### src/sv/tsb_pkg.sv
// Shared types, opcodes and constants of the text screen blitter.
package tsb_pkg;

	// Field widths of one command item and one result item
	localparam int OP_W    = 3;
	localparam int ROW_W   = 5;
	localparam int COL_W   = 7;
	localparam int CHAR_W  = 8;
	localparam int COLOR_W = 3;
	localparam int CUR_W   = 11;

	// Widths that hold any row or column sum over the legal screen sizes
	// (height up to 128, width up to 256)
	localparam int ROWX_W = 8;
	localparam int COLX_W = 9;

	// Cell contents after reset
	localparam logic [CHAR_W-1:0] BLANK_CHAR = 8'h20;
	localparam logic [CHAR_W-1:0] BLANK_ATTR = 8'h0F;

	typedef enum logic [OP_W-1:0] {
		OP_PUT    = 3'd0,
		OP_FILL   = 3'd1,
		OP_COPY   = 3'd2,
		OP_CURSOR = 3'd3,
		OP_READ   = 3'd4
	} tsb_op_t;

	// Controller to datapath commands
	typedef struct packed {
		logic clr_step;
		logic load;
		logic setup;
		logic issue;
		logic finish;
	} tsb_ctl_t;

	// Datapath to controller status
	typedef struct packed {
		logic clr_last;
		logic need_run;
		logic last;
	} tsb_stat_t;

endpackage

### src/sv/tsb_ctrl.sv
// Controller: sequences clear pass, command setup, cell walk and result hand-off.
module tsb_ctrl import tsb_pkg::*; (
	input  logic       clk,
	input  logic       arst_n,
	input  logic       cmd_valid,
	output logic       cmd_ready,
	input  logic       rsp_ready,
	output logic       rsp_valid,
	input  tsb_stat_t  stat,
	output tsb_ctl_t   ctl
);

	typedef enum logic [2:0] {
		S_CLEAR,
		S_IDLE,
		S_SETUP,
		S_RUN,
		S_DRAIN,
		S_FIN
	} state_t;

	state_t state_q;
	logic   rsp_valid_q;

	// Drive datapath commands from the current state
	always_comb begin
		ctl          = '0;
		ctl.clr_step = state_q == S_CLEAR;
		ctl.load     = (state_q == S_IDLE) && cmd_valid;
		ctl.setup    = state_q == S_SETUP;
		ctl.issue    = state_q == S_RUN;
		ctl.finish   = (state_q == S_FIN) && (!rsp_valid_q || rsp_ready);
	end

	assign cmd_ready = state_q == S_IDLE;
	assign rsp_valid = rsp_valid_q;

	// Advance state, hold result valid until taken
	always_ff @(posedge clk or negedge arst_n) begin
		if (!arst_n) begin
			state_q     <= S_CLEAR;
			rsp_valid_q <= 1'b0;
		end else begin
			if (ctl.finish) begin
				rsp_valid_q <= 1'b1;
			end else if (rsp_ready) begin
				rsp_valid_q <= 1'b0;
			end
			unique case (state_q)
				S_CLEAR: begin
					if (stat.clr_last) begin
						state_q <= S_IDLE;
					end
				end
				S_IDLE: begin
					if (cmd_valid) begin
						state_q <= S_SETUP;
					end
				end
				S_SETUP: begin
					state_q <= stat.need_run ? S_RUN : S_FIN;
				end
				S_RUN: begin
					if (stat.last) begin
						state_q <= S_DRAIN;
					end
				end
				S_DRAIN: begin
					state_q <= S_FIN;
				end
				S_FIN: begin
					if (ctl.finish) begin
						state_q <= S_IDLE;
					end
				end
				default: begin
					state_q <= S_IDLE;
				end
			endcase
		end
	end

endmodule

### config.mk
export PLATFORM = sky130hd
export DESIGN_NAME = tsb_ctrl
export DESIGN_NICKNAME = d
export VERILOG_FILES = /design/src/sv/tsb_pkg.sv /design/src/sv/tsb_ctrl.sv
export SDC_FILE = /design/constraint.sdc
export NUM_CORES = 1
export LEC_CHECK = 0
export ABC_AREA = 0
export BUFFER_PORTS_ARGS = -buffer_cell sky130_fd_sc_hd__buf_4
export CAP_MARGIN = 0
export CORE_AREA = 2 2 39 41
export DETAILED_ROUTE_END_ITERATION = 8
export DIE_AREA = 0 0 41 43
export PLACE_DENSITY = 0.41
export SLEW_MARGIN = 25
export SYNTH_ARGS = -nofsm -noshare
export SYNTH_HDL_FRONTEND = slang
export SYNTH_SLANG_ARGS = --single-unit
### constraint.sdc
create_clock -name clk -period 3.7 [get_ports clk]
set_clock_uncertainty 0.2 [all_clocks]
set_input_delay 0.185 -clock clk [delete_from_list [all_inputs] [get_ports clk]]
set_output_delay 0.185 -clock clk [all_outputs]
set_load 0.03 [all_outputs]
== Word-level counts from Yosys, hierarchy flattened ==
Index checks and enable logic that the tools add are counted.

* Reductions and logical operators: 7
* Eq/ne operators: 9
* Muxes and demuxes: 8

{| class="wikitable"
|+ Operators with widths
! cell !! number
|-
| $pmux 3 s6 || 1
|-
| $mux 3 || 5
|-
| $ne 2x2->1 const B || 4
|-
| $eq 3x2->1 const B || 2
|-
| $eq 3x3->1 const B || 2
|-
| $reduce_and 4->1 || 1
|-
| $eq 3x1->1 const B || 1
|-
| $logic_not 3->1 || 1
|-
| $logic_and 1x1->1 || 2
|-
| $mux 1 || 2
|-
| $reduce_bool 2->1 || 1
|-
| $logic_not 1->1 || 1
|-
| $logic_or 1x1->1 || 1
|}

* Output and inout bits: 7
* Register bits: 4
* Bits of input ports: 7

== Logic depth before layout (Yosys ltp) ==
* Depth after elaboration: 5
* Mapped depth: 4

== Worst setup path before layout ==
No wires, ideal clock.

* Kind: reg-to-output
* Start: register state_q[1]
* End: output port ctl[3] (netlist bit)
* Buffers on the path: 1
* Setup slack: 1.961 ns
* Data required time: 3.315 ns
* Cell stages (with the launch flop): 4
* Data arrival time: 1.354 ns
* Path through: dfrtp_1 > buf_6 > nor3b_2 > and2_1

{| class="wikitable"
|+ RTL lines
! what !! line !! source
|-
| start, declared || tsb_ctrl.sv:22 || <nowiki>state_t state_q;</nowiki>
|-
| start signal, assigned || tsb_ctrl.sv:61 || <nowiki>state_q <= stat.need_run ? S_RUN : S_FIN;</nowiki>
|-
| end, declared || tsb_ctrl.sv:10 || <nowiki>output tsb_ctl_t ctl</nowiki>
|}

==> flow_metrics.env <==
export IMPL_synth_edf_count=0
export IMPL_die_y_microns=43
export IMPL_crit_path_top_delay_cell="dfrtp_1"
export IMPL_peakVddDrop_mv=0.373
export IMPL_cts_clk_slew_worst_paths_ps=40
export IMPL_internal_power_mw=0.188
export IMPL_cp_depth=3
export IMPL_async_flop_share_pct=100
export IMPL_yosysUniqueCellTypes=20
export IMPL_ctsResizeCount=0
export IMPL_post_cts_buffers=0
export IMPL_worst_setup_path_end_kind="output pin"
export IMPL_outcome="finished, final reports clean"
export IMPL_ys_flop_type="dfrtp_1"
export IMPL_globalRoute_totalOverflow=0
export IMPL_wl_per_cell_microns=10.3
export IMPL_vias_per_cell=4.28
export IMPL_crit_buf_inv=1
export IMPL_nets=53
export IMPL_pwr_density_cell_nw_per_um2=863
export IMPL_dieArea_sq_um=1760
export IMPL_syn_cell_area_sq_um=268
export IMPL_cts_max_path_buffers=2
export IMPL_power_frac_seq_pct=29.0
export IMPL_swShare_pct=46.4
export IMPL_max_cap_violations=0
export IMPL_routabilityCongestion=0.714
export IMPL_cts_tree="done"
export IMPL_p_comb_share_pct=55.4
export IMPL_mostFrequentLayoutCell="buf_4"
export IMPL_dieWidth_microns=41
export IMPL_worstPathRequired_ps=3310
export IMPL_ios=14
export IMPL_grt_pass1_vias=241
export IMPL_rsz0062_at_grt="no"
export IMPL_totalPowerFinal_mw=0.351
export IMPL_drc_errors=0
export IMPL_grt_start_max_net_pins=12
export IMPL_insertion_delay_ps=230
export IMPL_dp_hpwl_microns=483
export IMPL_grt_use_total_pct=9.06
export IMPL_fmax_mhz=601
export IMPL_final_cell_mix="buf_4, dfrtp_1, nor2_1, clkbuf_4"
export IMPL_worstSetupPathType="register to output pin"
export IMPL_root_buffer="clkbuf_4"
export IMPL_post_route_util_pct=29.4
export IMPL_row_count=14
export IMPL_cp_top_family="flip-flops"
export IMPL_period_minus_slack_ps=1660
export IMPL_setup_viol=0
export IMPL_holdPathStages=3
export IMPL_hold_violations=0
export IMPL_drive_gt1_share_pct=38.6
export IMPL_grt_antenna_before_repair=0
export IMPL_port_buffers=13
export IMPL_insertedDiodeCount=0
export IMPL_grt_pass1_wl_microns=986
export IMPL_area_growth_pct=51.9
export IMPL_yosysSeqAreaShare_pct=37.4
export IMPL_cts_buffers=3
export IMPL_initial_core_util_pct=19.3
export IMPL_fillers=159
export IMPL_slew_viol_final=0
export IMPL_hold_ws_ps=57.6
export IMPL_slowest_delay_ps=490
export IMPL_dr_first_iter_drc_count=1
export IMPL_hold_path_class="input port to register"
export IMPL_maxSlewHeadroom_pct=77.4
export IMPL_syn_area_per_cell_sq_um=9.23
export IMPL_drt_pass1_iterations=2
export IMPL_htree_levels=1
export IMPL_clock_sinks=4
export IMPL_vias=257
export IMPL_critPathLaunchType="register"
export IMPL_critPathMaxFanout=11
export IMPL_worstMarginPinSlew_ps=339
export IMPL_arrival_ps=1280
export IMPL_drt_antenna_violating_nets=0
export IMPL_p_leak_nw=0.202
export IMPL_final_period_utilization_pct=44.9
export IMPL_r2r_cells=3
export IMPL_yosys_warnings=0
export IMPL_crit_path_cell_trace="nor3b_2, and2_1, buf_4"
export IMPL_synth_seq_cells=4
export IMPL_synth_net_count=36
export IMPL_coreArea_sq_um=1380
export IMPL_synthCells=29
export IMPL_power_share_clock_pct=15.5
export IMPL_fin_tns_setup_ps=0
export IMPL_drt_wl_total_microns=616
export IMPL_regToRegSetupSlack_ps=2360
export IMPL_p_switching_mw=0.163
export IMPL_holdBufCountCts=2
[metal layers]
| layer | share of wire [%] | track usage (%) | vias to the layer above |
|---|---|---|---|
| met1 | 41 | 9.42 | 116 |
| met3 | 8.6 | 1.57 | 0 |
| met4 | 0 | 12.0 | 0 |
| met2 | 50 | 12.5 | 12 |
| met5 | 0 | 0 | - |
| li1 | - | - | 129 |
[power by group through the flow]
| stage | sequential [mW] | combinational, mW | clock, mW |
|---|---|---|---|
| 2_1_floorplan | 0.0789 | 0.166 | 0 |
| 3_3_place_gp | 0.102 | 0.196 | 0 |
| 3_5_place_dp | 0.103 | 0.194 | 0 |
| 4_1_cts | 0.102 | 0.197 | 0.0589 |
| 5_1_grt | 0.108 | 0.209 | 0.0609 |
| 6_report | 0.102 | 0.195 | 0.0545 |
[registers in the layout, summed over array words and instances, names as in the netlist]
signal,flops
state_q,3
rsp_valid,1
[synth_stat cells, types with 2 or more instances]
library cell	number	area, sq um
nand2_1	2	7.51
nand2b_1	2	12.5
dfrtp_1	4	100
buf_2	2	10.0
nor2_1	3	11.3
mux2i_1	2	20.0
[cells by family after synthesis]
family                 share of synthesized area, %
AO/OA/AOI/OAI                                  14.0
flip-flops                                     37.4
buffers and inverters                          9.34
multiplexers                                   7.48
AND/OR/NAND/NOR                                31.8
[area by class of cell]
| type | count | area (sq um) | share of cell area, % |
|---|---|---|---|
| Clock buffer | 3 | 22.5 | 5.54 |
| Inverter | 1 | 3.75 | 0.923 |
| Multi-Input combinational cell | 21 | 143 | 35.1 |
| Sequential cell | 4 | 100 | 24.6 |
| Tap cell | 16 | 20.0 | 4.92 |
| Timing Repair Buffer | 15 | 118 | 28.9 |
[stage by stage]
| stage | worst slack (ps) | std cells | instance area, sq um |
|---|---|---|---|
| 2_1_floorplan | 1960 | 29 | 268 |
| 3_3_place_gp | 2290 | 55 | 364 |
| 3_5_place_dp | 2280 | 55 | 364 |
| 4_1_cts | 2020 | 60 | 407 |
| 5_1_grt | 1930 | 60 | 407 |
| 6_report | 2040 | 60 | 407 |
[tightest hold or removal path, stage by stage]
cell and delay [ps]:
buf_4 70, nand2b_1 130, nand2_1 60
[final timing paths]
kind | startpoint | end
min in group asynchronous | arst_n | state_q[2]
worst max-delay path | state_q[1] | ctl[3]
worst min register to register | rsp_valid | rsp_valid
worst max register to register | state_q[1] | state_q[2]
worst min-delay path | rsp_ready | rsp_valid
max in group asynchronous | arst_n | rsp_valid
(Power assumes the default switching activity.)
